File: src/rtl/core/aspg_pkg.sv
// ----------------------------------------------------------------------------
// aspg_pkg
// Shared types and constants of the armed step and direction pulse generator.
// ----------------------------------------------------------------------------
package aspg_pkg;

  localparam int unsigned AXES_DEF = 3;
  localparam int unsigned TICK_RATE_DEF = 1000000;
  localparam int unsigned FIRST_DELAY_DEF = 20;

  localparam int unsigned AGE_W = 17;
  localparam int unsigned TOG_W = 25;
  localparam int unsigned HP_W = 19;
  localparam int unsigned CFG_W = 24;
  localparam int unsigned RATE_W = 20;
  localparam int unsigned STEP_W = 24;
  localparam int unsigned QUO_W = 27;

  localparam logic [AGE_W-1:0] AGE_MAX = '1;
  localparam logic [HP_W-1:0] HALF_MAX = '1;

  typedef enum logic [2:0] {
    CMD_TICK = 3'd0,
    CMD_ARM = 3'd1,
    CMD_HEARTBEAT = 3'd2,
    CMD_DISARM = 3'd3,
    CMD_MOVE = 3'd4
  } cmd_t;

  typedef enum logic [2:0] {
    ST_OK = 3'd0,
    ST_NOT_ARMED = 3'd1,
    ST_WATCHDOG = 3'd2,
    ST_ARGUMENT = 3'd3,
    ST_BUSY = 3'd4
  } status_t;

  typedef enum logic [1:0] {
    REG_WD_LIMIT = 2'd0,
    REG_MAX_STEPS = 2'd1,
    REG_MIN_RATE = 2'd2,
    REG_MAX_RATE = 2'd3
  } reg_idx_t;

  typedef enum logic [3:0] {
    S_IDLE = 4'b0001,
    S_DIV = 4'b0010,
    S_AXIS = 4'b0100,
    S_OUT = 4'b1000
  } state_t;

endpackage

File: src/rtl/core/armed_stepper_pulse_generator_top.sv
// ----------------------------------------------------------------------------
// armed_stepper_pulse_generator_top
// A good arm or heartbeat, a rejected move and an undefined command go from
// accept straight to S_OUT, which raises out_valid. Tick, disarm, a failed arm or
// heartbeat and a move stopped by the watchdog pass through S_AXIS, one axis per
// cycle through one shared countdown unit, then S_OUT. An accepted move first runs
// S_DIV, a restoring division of the tick rate by twice the step rate, then S_AXIS.
// The next transaction is accepted only after the result has been taken and
// out_valid has dropped. Synchronous active-high reset: disarmed,
// axes stopped, registers at defaults.
// ----------------------------------------------------------------------------
module armed_stepper_pulse_generator_top
  import aspg_pkg::*;
#(
  parameter int unsigned AXES = AXES_DEF,
  parameter int unsigned TICK_RATE_HZ = TICK_RATE_DEF,
  parameter int unsigned FIRST_DELAY = FIRST_DELAY_DEF
) (
  input  logic                clk,
  input  logic                rst,
  input  logic                cfg_we,
  input  logic [1:0]          cfg_index,
  input  logic [CFG_W-1:0]    cfg_data,
  input  logic                in_valid,
  output logic                in_ready,
  input  logic [2:0]          cmd,
  input  logic                ms_strobe,
  input  logic                safety_ok,
  input  logic [2:0]          axis_index,
  input  logic [1:0]          direction,
  input  logic [STEP_W-1:0]   step_count,
  input  logic [RATE_W-1:0]   step_rate,
  output logic                out_valid,
  input  logic                out_ready,
  output logic [2:0]          status,
  output logic                armed,
  output logic                healthy,
  output logic [2:0]          pulse_levels,
  output logic [2:0]          direction_levels,
  output logic [2:0]          moving
);

  localparam int unsigned AX_W = (AXES > 1) ? $clog2(AXES) : 1;
  localparam int unsigned QC_W = $clog2(QUO_W + 1);
  localparam logic [QUO_W-1:0] TICK_Q = QUO_W'(TICK_RATE_HZ);

  logic [15:0]       wd_limit;
  logic [STEP_W-1:0] max_steps;
  logic [HP_W-1:0]   min_rate;
  logic [HP_W-1:0]   max_rate;

  state_t state;
  logic                is_armed, is_healthy;
  logic [AGE_W-1:0]    heartbeat_age;
  logic [TOG_W-1:0]    toggles_left [AXES];
  logic [HP_W-1:0]     half_period [AXES];
  logic [HP_W-1:0]     ticks_to_toggle [AXES];
  logic [AXES-1:0]     pulse_level, direction_level;

  // latched transaction
  logic [2:0]          c_cmd;
  logic [2:0]          c_axis;
  logic                c_dir;
  logic [STEP_W-1:0]   c_steps;
  logic [RATE_W:0]     divisor;
  logic [AX_W-1:0]     ax;
  logic [QC_W-1:0]     qcnt;
  logic [QUO_W-1:0]    quo;
  logic [QUO_W:0]      rem;
  logic [2:0]          st;

  logic [QUO_W:0] rem_sh;
  logic           rem_ge;
  logic           any_busy;
  logic           wd_trip;

  assign rem_sh = {rem[QUO_W-1:0], quo[QUO_W-1]};
  assign rem_ge = rem_sh >= {{(QUO_W-RATE_W){1'b0}}, divisor};
  assign wd_trip = is_armed && (heartbeat_age > {1'b0, wd_limit});

  always_comb begin
    any_busy = 1'b0;
    for (int i = 0; i < AXES; i++) begin
      any_busy = any_busy | (toggles_left[i] != '0);
    end
  end

  assign in_ready = (state == S_IDLE) && !out_valid;

  always_ff @(posedge clk) begin
    if (rst) begin
      wd_limit <= 16'd250;
      max_steps <= '1;
      min_rate <= HP_W'(1);
      max_rate <= HP_W'(20000);
    end else if (cfg_we) begin
      unique case (reg_idx_t'(cfg_index))
        REG_WD_LIMIT: wd_limit <= cfg_data[15:0];
        REG_MAX_STEPS: max_steps <= cfg_data[STEP_W-1:0];
        REG_MIN_RATE: min_rate <= cfg_data[HP_W-1:0];
        REG_MAX_RATE: max_rate <= cfg_data[HP_W-1:0];
        default: ;
      endcase
    end
  end

  always_ff @(posedge clk) begin
    if (rst) begin
      state <= S_IDLE;
      out_valid <= 1'b0;
      is_armed <= 1'b0;
      is_healthy <= 1'b0;
      heartbeat_age <= '0;
      pulse_level <= '0;
      direction_level <= '0;
      for (int i = 0; i < AXES; i++) begin
        toggles_left[i] <= '0;
        half_period[i] <= '0;
        ticks_to_toggle[i] <= '0;
      end
    end else begin
      if (out_valid && out_ready) out_valid <= 1'b0;
      unique case (state)
        S_IDLE: begin
          if (in_valid && in_ready) begin
            c_cmd <= cmd;
            c_axis <= axis_index;
            c_dir <= direction[0];
            c_steps <= step_count;
            divisor <= {step_rate, 1'b0};
            quo <= TICK_Q;
            rem <= '0;
            qcnt <= '0;
            ax <= '0;
            st <= ST_OK;
            state <= S_AXIS;
            unique case (cmd)
              CMD_TICK: begin
                if (ms_strobe && heartbeat_age != AGE_MAX)
                  heartbeat_age <= heartbeat_age + 1'b1;
              end
              CMD_ARM: begin
                if (!safety_ok) begin
                  st <= ST_NOT_ARMED;
                  c_cmd <= CMD_DISARM;
                end else begin
                  heartbeat_age <= '0;
                  is_armed <= 1'b1;
                  is_healthy <= 1'b1;
                  state <= S_OUT;
                end
              end
              CMD_HEARTBEAT: begin
                if (!safety_ok || !is_armed) begin
                  st <= ST_NOT_ARMED;
                  c_cmd <= CMD_DISARM;
                end else begin
                  heartbeat_age <= '0;
                  is_healthy <= 1'b1;
                  state <= S_OUT;
                end
              end
              CMD_DISARM: ;
              CMD_MOVE: begin
                // watchdog, then checks in order, then divide
                if (wd_trip || !is_armed) begin
                  st <= ST_NOT_ARMED;
                  if (wd_trip) c_cmd <= CMD_DISARM;
                  else state <= S_OUT;
                end else if (!is_healthy) begin
                  st <= ST_WATCHDOG;
                  state <= S_OUT;
                end else if ({5'd0, axis_index} >= 8'(AXES) || direction > 2'd1 ||
                             step_count == '0 || step_count > max_steps ||
                             step_rate < {1'b0, min_rate} ||
                             step_rate > {1'b0, max_rate}) begin
                  st <= ST_ARGUMENT;
                  state <= S_OUT;
                end else if (any_busy) begin
                  st <= ST_BUSY;
                  state <= S_OUT;
                end else begin
                  state <= S_DIV;
                end
              end
              default: begin
                st <= ST_ARGUMENT;
                state <= S_OUT;
              end
            endcase
          end
        end
        S_DIV: begin
          // restoring division, one quotient bit a cycle
          rem <= rem_ge ? rem_sh - {{(QUO_W-RATE_W){1'b0}}, divisor} : rem_sh;
          quo <= {quo[QUO_W-2:0], rem_ge};
          qcnt <= qcnt + 1'b1;
          if (qcnt == QC_W'(QUO_W - 1)) state <= S_AXIS;
        end
        S_AXIS: begin
          // one axis per cycle
          unique case (c_cmd)
            CMD_TICK: begin
              if (wd_trip) begin
                toggles_left[ax] <= '0;
                ticks_to_toggle[ax] <= '0;
                pulse_level[ax] <= 1'b0;
                direction_level[ax] <= 1'b0;
              end else if (toggles_left[ax] != '0) begin
                if (ticks_to_toggle[ax] > HP_W'(1)) begin
                  ticks_to_toggle[ax] <= ticks_to_toggle[ax] - 1'b1;
                end else if (toggles_left[ax] == TOG_W'(1)) begin
                  toggles_left[ax] <= '0;
                  pulse_level[ax] <= 1'b0;
                  ticks_to_toggle[ax] <= '0;
                end else begin
                  toggles_left[ax] <= toggles_left[ax] - 1'b1;
                  pulse_level[ax] <= ~pulse_level[ax];
                  ticks_to_toggle[ax] <= half_period[ax];
                end
              end
            end
            CMD_DISARM: begin
              toggles_left[ax] <= '0;
              ticks_to_toggle[ax] <= '0;
              pulse_level[ax] <= 1'b0;
              direction_level[ax] <= 1'b0;
            end
            CMD_MOVE: begin
              if ({5'd0, c_axis} == 8'(ax)) begin
                direction_level[ax] <= c_dir;
                toggles_left[ax] <= {c_steps, 1'b0};
                ticks_to_toggle[ax] <= HP_W'(FIRST_DELAY);
                pulse_level[ax] <= 1'b0;
                if (divisor == '0 || quo > QUO_W'(HALF_MAX)) half_period[ax] <= HALF_MAX;
                else if (quo == '0) half_period[ax] <= HP_W'(1);
                else half_period[ax] <= quo[HP_W-1:0];
              end
            end
            default: ;
          endcase
          if (ax == AX_W'(AXES - 1)) begin
            state <= S_OUT;
            if (c_cmd == CMD_DISARM || (c_cmd == CMD_TICK && wd_trip)) begin
              is_armed <= 1'b0;
              is_healthy <= 1'b0;
            end
          end else begin
            ax <= ax + 1'b1;
          end
        end
        S_OUT: begin
          out_valid <= 1'b1;
          state <= S_IDLE;
        end
        default: state <= S_IDLE;
      endcase
    end
  end

  always_comb begin
    status = st;
    armed = is_armed;
    healthy = is_healthy;
    pulse_levels = '0;
    direction_levels = '0;
    moving = '0;
    for (int i = 0; i < AXES && i < 3; i++) begin
      pulse_levels[i] = pulse_level[i];
      direction_levels[i] = direction_level[i];
      moving[i] = toggles_left[i] != '0;
    end
  end

endmodule
File: config.mk
export PLATFORM = sky130hd
export DESIGN_NAME = armed_stepper_pulse_generator_top
export DESIGN_NICKNAME = d
export VERILOG_FILES = /design/src/rtl/core/aspg_pkg.sv /design/src/rtl/core/armed_stepper_pulse_generator_top.sv
export SDC_FILE = /design/constraint.sdc
export NUM_CORES = 1
export LEC_CHECK = 0
export BUFFER_PORTS_ARGS = -buffer_cell sky130_fd_sc_hd__buf_2
export CAP_MARGIN = 10
export CORE_ASPECT_RATIO = 0.6
export CORE_MARGIN = 2
export CORE_UTILIZATION = 62
export DETAILED_ROUTE_END_ITERATION = 7
export PLACE_DENSITY = 0.76
export SLEW_MARGIN = 20
export SYNTH_ARGS = -nofsm -noshare
export SYNTH_HDL_FRONTEND = slang
export SYNTH_SLANG_ARGS = --single-unit
File: constraint.sdc
create_clock -name clk -period 8.6 [get_ports clk]
set_input_delay 0.43 -clock clk [delete_from_list [all_inputs] [get_ports clk]]
set_output_delay 0.43 -clock clk [all_outputs]
set_load 0.005 [all_outputs]
==> results.py, run 1 <==
metrics = {
    "sta": {
        "hold_viol": 0,
        "setup_viol": 0,
        "finalCritPeriodShare": 0.610,
        "setup_ws_ps": 3360,
        "max_freq_mhz": 191,
        "rsz0062_at_grt": "false",
        "tightest_slew_ps": 1100,
        "finalCriticalPeriod_ps": 5240,
        "clock-skew-final_ps": 12.5,
        "slew_headroom": 0.268,
        "maxSlewViolCount": 0,
        "fin_setup_tns_ps": 0,
    },
    "worst_setup_path": {
        "worstSetupStartpointType": "register",
        "worst-path-max-fanout": 42,
        "criticalPathCategory": "register to register",
        "arrival_ps": 5650,
        "cp.required_ps": 9000,
        "end_kind": "register",
    },
    "floorplan": {
        "coreArea_um2": 37900,
        "die_area_um2": 40400,
        "initial_utilization": 0.633,
        "row_count": 55,
        "io_pins": 101,
        "die_w_um": 258,
        "fp.dieH_um": 156,
    },
    "detailed_routing": {
        "drt-total-wl_um": 60400,
        "dr.pass1.iters": 5,
        "drc": 0,
        "routed_via_density": 6.19,
        "num_vias": 17231,
        "final_antenna_net_count": 0,
        "routedWlPerCell_um": 21.7,
        "drtIter0Drc": 2212,
    },
    "synth": {
        "synth.distinct_cells": 85,
        "yosysTopAreaCell": "edfxtp_1",
        "syn_avg_cell_area_um2": 11.1,
        "syn_area_um2": 24000,
        "netlist.area_leader.share": 0.459,
        "synth-edff-count": 367,
        "synth_nets": 2355,
        "synth_flop_cell": "edfxtp_1",
        "yosysSeqAreaShare": 0.551,
        "ys_warn_count": 0,
        "synth-async-reset-ratio": 0,
        "synth.area.top_cells": "edfxtp_1 46%, dfxtp_1 9.2%, mux4_2 5.9%",
        "syn-instance-count": 2159,
        "synth-seq-cells": 477,
    },
    "clock_network": {
        "clk_path_buf_depth": 3,
        "cts_hold_buffers": 0,
        "cts-htree-levels": 2,
        "clk_pin_slew_worst_paths_ps": 70,
        "root_buffer": "clkbuf_16",
        "cts-buffers-inserted": 44,
        "postCtsSetupBuffers": 0,
        "clock_latency_ps": 560,
        "clock_sinks": 477,
        "cts_tree": "done",
        "cts.repair.resized": 0,
    },
    "power": {
        "internal-power_uw": 4200,
        "combPwrFrac": 0.176,
        "leakage_uw": 0.0101,
        "swShare": 0.273,
        "power_frac_seq": 0.476,
        "powerDensity_nw_per_um2": 219,
        "clockPowerShare": 0.347,
        "switching_power_uw": 1580,
        "ir_drop_mv": 0.210,
    },
    "placed_design": {
        "hpwl_um": 42000,
        "place_ws_ps": 3150,
        "port_buffers": 100,
        "gp_congestion": 0.927,
    },
    "hold_path": {
        "hp-class": "primary input to register",
        "min-delay-start": "direction[0]",
    },
    "job": {
        "cap_violations": 0,
    },
    "global_routing": {
        "grt_antenna_before_repair": 1,
        "grt_pass1_wl_um": 93500,
        "globalRouteTotalUtil": 0.303,
        "grt_max_degree": 76,
        "grt-ovfl-total": 0,
        "grt_pass1_vias": 16449,
    },
    "finish": {
        "nets": 2430,
        "register_area_um2": 13200,
        "fin_util": 0.696,
        "multi_input_area_um2": 9670,
        "final_layout_size_suffix_gt1_frac": 0.130,
        "area_delta_synth_final_pct": 9.81,
        "fillCellCount": 2698,
    },
    "run_status": {
        "status": "completed",
    },
}
-- routing by layer --
| layer | track usage | vias up | share of wire |
|---|---|---|---|
| met4 | 0.0738 | 0 | 0.023 |
| met5 | 0 | - | 0 |
| met1 | 0.447 | 8332 | 0.43 |
| li1 | - | 7918 | - |
| met2 | 0.450 | 861 | 0.44 |
| met3 | 0.0797 | 120 | 0.11 |
-- critical path: stages (launching register included) --
cell	delay [ps]
dfxtp_4	630
buf_4	750
mux4_2	670
or4_1	580
or3_1	410
nor2_4	250
a21boi_2	250
nand3_1	590
buf_4	510
a2bb2oi_1	230
nor2_1	160
-- through the flow --
stage / total power (uW) / cell area, um2 / hold slack, ps / std cells
after global placement: 3760 / 24900 / 442 / 2701
after floorplan: 3490 / 24000 / 436 / 2159
after global routing: 5980 / 26400 / 58.2 / 2782
final: 5770 / 26400 / 71.5 / 2782
after CTS: 5770 / 26400 / 50.5 / 2781
after detailed placement: 3790 / 24900 / 447 / 2701
-- placed cells by master, fill, tap and decap left out, drive strengths merged, types with 11 or more instances in the layout --
master,instances
buf,116
mux4,63
ha,110
nand2b,23
o211ai,12
a211o,29
inv,201
o21ai,48
a31oi,11
clkbuf,59
o22a,15
xor2,27
a211oi,15
a21oi,107
o21a,13
nor2,331
nor2b,13
nor3,33
a2bb2oi,24
dfxtp,110
nor4,47
and2,25
edfxtp,367
xnor2,37
or3,13
a21o,25
nand4,24
clkinv,16
and3,13
nand2,209
nand3,25
-- sequential cells by signal, indices dropped and copies added, names as in the netlist, 2 cells and up, named ones only --
register and flops:
toggles_left 100, half_period 76, ticks_to_toggle 76, quo 27
rem 27, c_steps 24, max_steps 24, divisor 20
max_rate 19, min_rate 19, heartbeat_age 17, wd_limit 16
qcnt 5, state 4, c_axis 3, c_cmd 3
direction_levels 3, pulse_levels 3, status 3, ax 2
-- worst paths after layout --
kind	endpoint	slack, ps	depth (start not counted)
setup / recovery	toggles_left[2][6]$_SDFFCE_PN0P_	3360	10
hold / removal	c_dir$_DFFE_PP_	70	1
setup reg to reg	toggles_left[2][6]$_SDFFCE_PN0P_	3360	10
hold reg to reg	min_rate[2]$_SDFFE_PP0P_	450	2
-- cell usage after synthesis, drive strengths merged, types with 5 or more instances --
cell and number:
o21a 13, o21ai 48, nor4 47, nand4 24, a211o 29, nand2b 23, mux2i 8, nor2 331
nor4b 5, xor2 27, nor2b 13, nand3b 9, mux4 63, a211oi 15, a31oi 11, clkbuf 65
edfxtp 367, inv 201, nand2 209, a21o 25, or2 7, or4 5, a21oi 107, or3 13
nor3 33, xnor2 37, o211ai 12, dfxtp 110, o22a 15, nand3 25, a2bb2oi 24, buf 22
ha 110, a21boi 7, and3 13, and2 25
-- power by group through the flow --
stage | clock network [uW] | logic, uW | registers (uW)
after floorplan | 0 | 763 | 2730
after global placement | 0 | 975 | 2790
after detailed placement | 0 | 999 | 2790
after CTS | 2010 | 1010 | 2740
after global routing | 2110 | 1110 | 2760
final | 2010 | 1020 | 2750
-- final cells by class --
class                      count  share of cell area
sequential                   477               0.502
timing repair buffer         116              0.0235
inverter                     201              0.0286
clock inverter                21             0.00901
tap                          513              0.0243
antenna                        1           0.0000949
clock buffer                  59              0.0462
multi-input combinational   1394               0.367
-- cells by family after synthesis --
| family | after synthesis | synth area share |
|---|---|---|
| and+or+nand+nor | 801 | 0.156 |
| DFF | 477 | 0.551 |
| buffers and inverters | 288 | 0.0491 |
| xor gates and xnor gates | 64 | 0.0233 |
| AOI/OAI and AO/OA | 346 | 0.0999 |
| adders and majority gates | 111 | 0.0581 |
| muxes | 72 | 0.0629 |
Note: power is estimated with default switching activity, not from simulation.
==> run 2, diff against run 1 <==
--- a/config.mk
+++ b/config.mk
@@ -5,6 +5,7 @@
 export SDC_FILE = /design/constraint.sdc
 export NUM_CORES = 1
 export LEC_CHECK = 0
+export ABC_AREA = 1
 export BUFFER_PORTS_ARGS = -buffer_cell sky130_fd_sc_hd__buf_2
 export CAP_MARGIN = 10
 export CORE_ASPECT_RATIO = 0.6
==> constraint.sdc (replaced) <==
create_clock -name clk -period 5.3 [get_ports clk]
set_input_delay 0.265 -clock clk [delete_from_list [all_inputs] [get_ports clk]]
set_output_delay 0.265 -clock clk [all_outputs]
set_load 0.005 [all_outputs]
==> run 2 against run 1 <==
Compared with the run above:
- critical path depth grew 6
- global-route usage up 2.2 points
- first-iteration DRC count up 26%
- largest cell class unchanged
==> results.py, run 2 <==
metrics = {
    "floorplan": {
        "row_count": 56,
        "initial_utilization": 0.634,
        "io_pins": 101,
        "coreArea_um2": 39400,
        "die_w_um": 263,
        "die_area_um2": 41900,
        "fp.dieH_um": 159,
    },
    "synth": {
        "syn-instance-count": 2827,
        "syn_avg_cell_area_um2": 8.83,
        "yosysSeqAreaShare": 0.530,
        "synth.most_common_cell": "nand2_1",
        "netlist.area_leader.share": 0.442,
        "syn_area_um2": 25000,
        "synth_nets": 3023,
        "synth-seq-cells": 477,
        "synth.distinct_cells": 56,
        "synth-async-reset-ratio": 0,
        "synthTopCellsByCount": "694 x nand2_1, 367 x edfxtp_1, 301 x a21oi_1",
        "yosysTopAreaCell": "edfxtp_1",
        "synth.area.top_cells": "edfxtp_1 44%, nand2_1 10%, dfxtp_1 8.8%",
        "ys_warn_count": 0,
        "synth-edff-count": 367,
        "synth_flop_cell": "edfxtp_1",
    },
    "sta": {
        "slew_headroom": 0.339,
        "setup_viol": 0,
        "clock-skew-final_ps": 11.0,
        "hold_viol": 0,
        "finalCritPeriodShare": 0.831,
        "max_freq_mhz": 227,
        "finalCriticalPeriod_ps": 4410,
        "worst_hold_slack_ps": 19.9,
        "fin_setup_tns_ps": 0,
        "rsz0062_at_grt": "false",
        "tightest_slew_ps": 989,
        "maxSlewViolCount": 0,
    },
    "clock_network": {
        "clk_pin_slew_worst_paths_ps": 70,
        "clock_sinks": 477,
        "cts_tree": "done",
        "clock_latency_ps": 560,
        "cts-buffers-inserted": 44,
        "cts-htree-levels": 2,
        "clk_path_buf_depth": 3,
        "root_buffer": "clkbuf_16",
    },
    "detailed_routing": {
        "routed_via_density": 6.00,
        "drtIter0Drc": 2784,
        "dr.pass1.iters": 8,
        "wl_met2_um": 29500,
        "wl_met1_um": 30400,
        "drt-total-wl_um": 69400,
        "routedWlPerCell_um": 19.8,
        "final_antenna_net_count": 0,
        "dr_wl_met3_um": 8080,
        "drc": 0,
        "dr.max_layer_used": "met4",
        "num_vias": 21012,
    },
    "worst_setup_path": {
        "criticalPathCategory": "register to register",
        "worstSetupStartpointType": "register",
        "arrival_ps": 4650,
        "slowest_stage": "dfxtp_4",
        "worst-path-max-fanout": 101,
        "max_stage_delay_ps": 760,
        "cp_common_cell": "nand2_1",
        "path_cells": "inv_6, buf_4, nand2_1, nand3_1, nand2_1, nand2_1, nor2_2, nand2_1, nor2_1, nand2_1, nand2_4, inv_2, o21ai_4, nand2_4, nand2_1, buf_4",
        "cp.required_ps": 5540,
        "end_kind": "register",
    },
    "finish": {
        "layout_common_cells": "694 x nand2_1, 367 x edfxtp_1, 300 x a21oi_1",
        "final_common_cell": "nand2_1",
        "final_layout_size_suffix_gt1_frac": 0.0786,
        "fin_util": 0.703,
        "design_area_um2": 27700,
        "nets": 3140,
        "largest_reg_flops": 100,
        "largest_registers": "toggles_left (100), half_period (76), ticks_to_toggle (76)",
        "regMostFlops": "toggles_left",
        "area_delta_synth_final_pct": 10.9,
        "stdcell_count": 3501,
    },
    "placed_design": {
        "port_buffers": 100,
        "placed_cells": 3367,
        "gp_congestion": 0.943,
        "hpwl_um": 47500,
        "dpl_cell_area_um2": 25800,
    },
    "global_routing": {
        "grt_max_degree": 102,
        "grt_pass1_wl_um": 108000,
        "globalRouteTotalUtil": 0.325,
        "grt_pass1_vias": 19499,
        "grt_antenna_before_repair": 1,
        "grt-ovfl-total": 0,
    },
    "job": {
        "cap_violations": 0,
    },
    "hold_path": {
        "hp-class": "primary input to register",
    },
    "power": {
        "leakage_uw": 0.0114,
        "powerDensity_nw_per_um2": 377,
        "ir_drop_mv": 0.244,
    },
    "run_status": {
        "status": "completed",
    },
}
-- run 2: timing repair --
action | CTS | global route
gates resized for setup | 0 | 0
buffers inserted | 0 | 0
hold buffers | 51 | 2
endpoints found under the hold margin | 51 | 2
-- run 2: cells by family after synthesis --
| group | synth area share |
|---|---|
| and+or+nand+nor | 0.211 |
| AOI/OAI and AO/OA | 0.116 |
| DFF | 0.530 |
| buffers and inverters | 0.0678 |
| xor gates and xnor gates | 0.0193 |
| adders and majority gates | 0.0559 |
-- run 2: per-layer routing --
metal | up-vias | global-route usage
met2 | 1155 | 0.478
met5 | - | 0
met1 | 9872 | 0.494
li1 | 9857 | -
met3 | 128 | 0.0694
met4 | 0 | 0.0725
-- run 2: where the power goes --
| group | internal, uW | switching, uW |
|---|---|---|
| clock network | 1720 | 1420 |
| registers | 4400 | 205 |
| logic | 794 | 1880 |
| total | 6920 | 3510 |
-- run 2: final timing paths --
check | startpoint | to | slack [ps] | cells after the start
worst max-delay path | register | toggles_left[0][3]$_SDFFCE_PN0P_ | 890 | 16
worst min-delay path | step_rate[4] | divisor[5]$_DFFE_PP_ | 20 | 1
worst max register to register | register | toggles_left[0][3]$_SDFFCE_PN0P_ | 890 | 16
worst min register to register | min_rate[8]$_SDFFE_PP0P_ | min_rate[8]$_SDFFE_PP0P_ | 460 | 2
-- run 2: worst max-delay path: cells and delay by family, from the launching register on --
family / cells / cell delay (ps)
buffers and inverters: 4 / 1240
flip-flops: 1 / 760
AND/OR/NAND/NOR: 11 / 1740
AO/OA/AOI/OAI: 1 / 280
-- run 2: area by class of cell --
| class | count | area [um2] |
|---|---|---|
| repair buffers | 179 | 1240 |
| flip-flops and latches | 477 | 13200 |
| well taps | 522 | 653 |
| multi-input cells | 1948 | 10100 |
| inverters | 294 | 1110 |
| clock inverters | 24 | 196 |
| diodes | 1 | 2.50 |
| clock buffers | 56 | 1180 |
| fillers | 3042 | 11700 |
-- run 2: through the flow --
step	total power [uW]	worst slack, ps
after floorplan	6510	1350
after global placement	7150	1170
after detailed placement	7230	985
after CTS	10400	957
after global routing	10900	631
final	10400	895
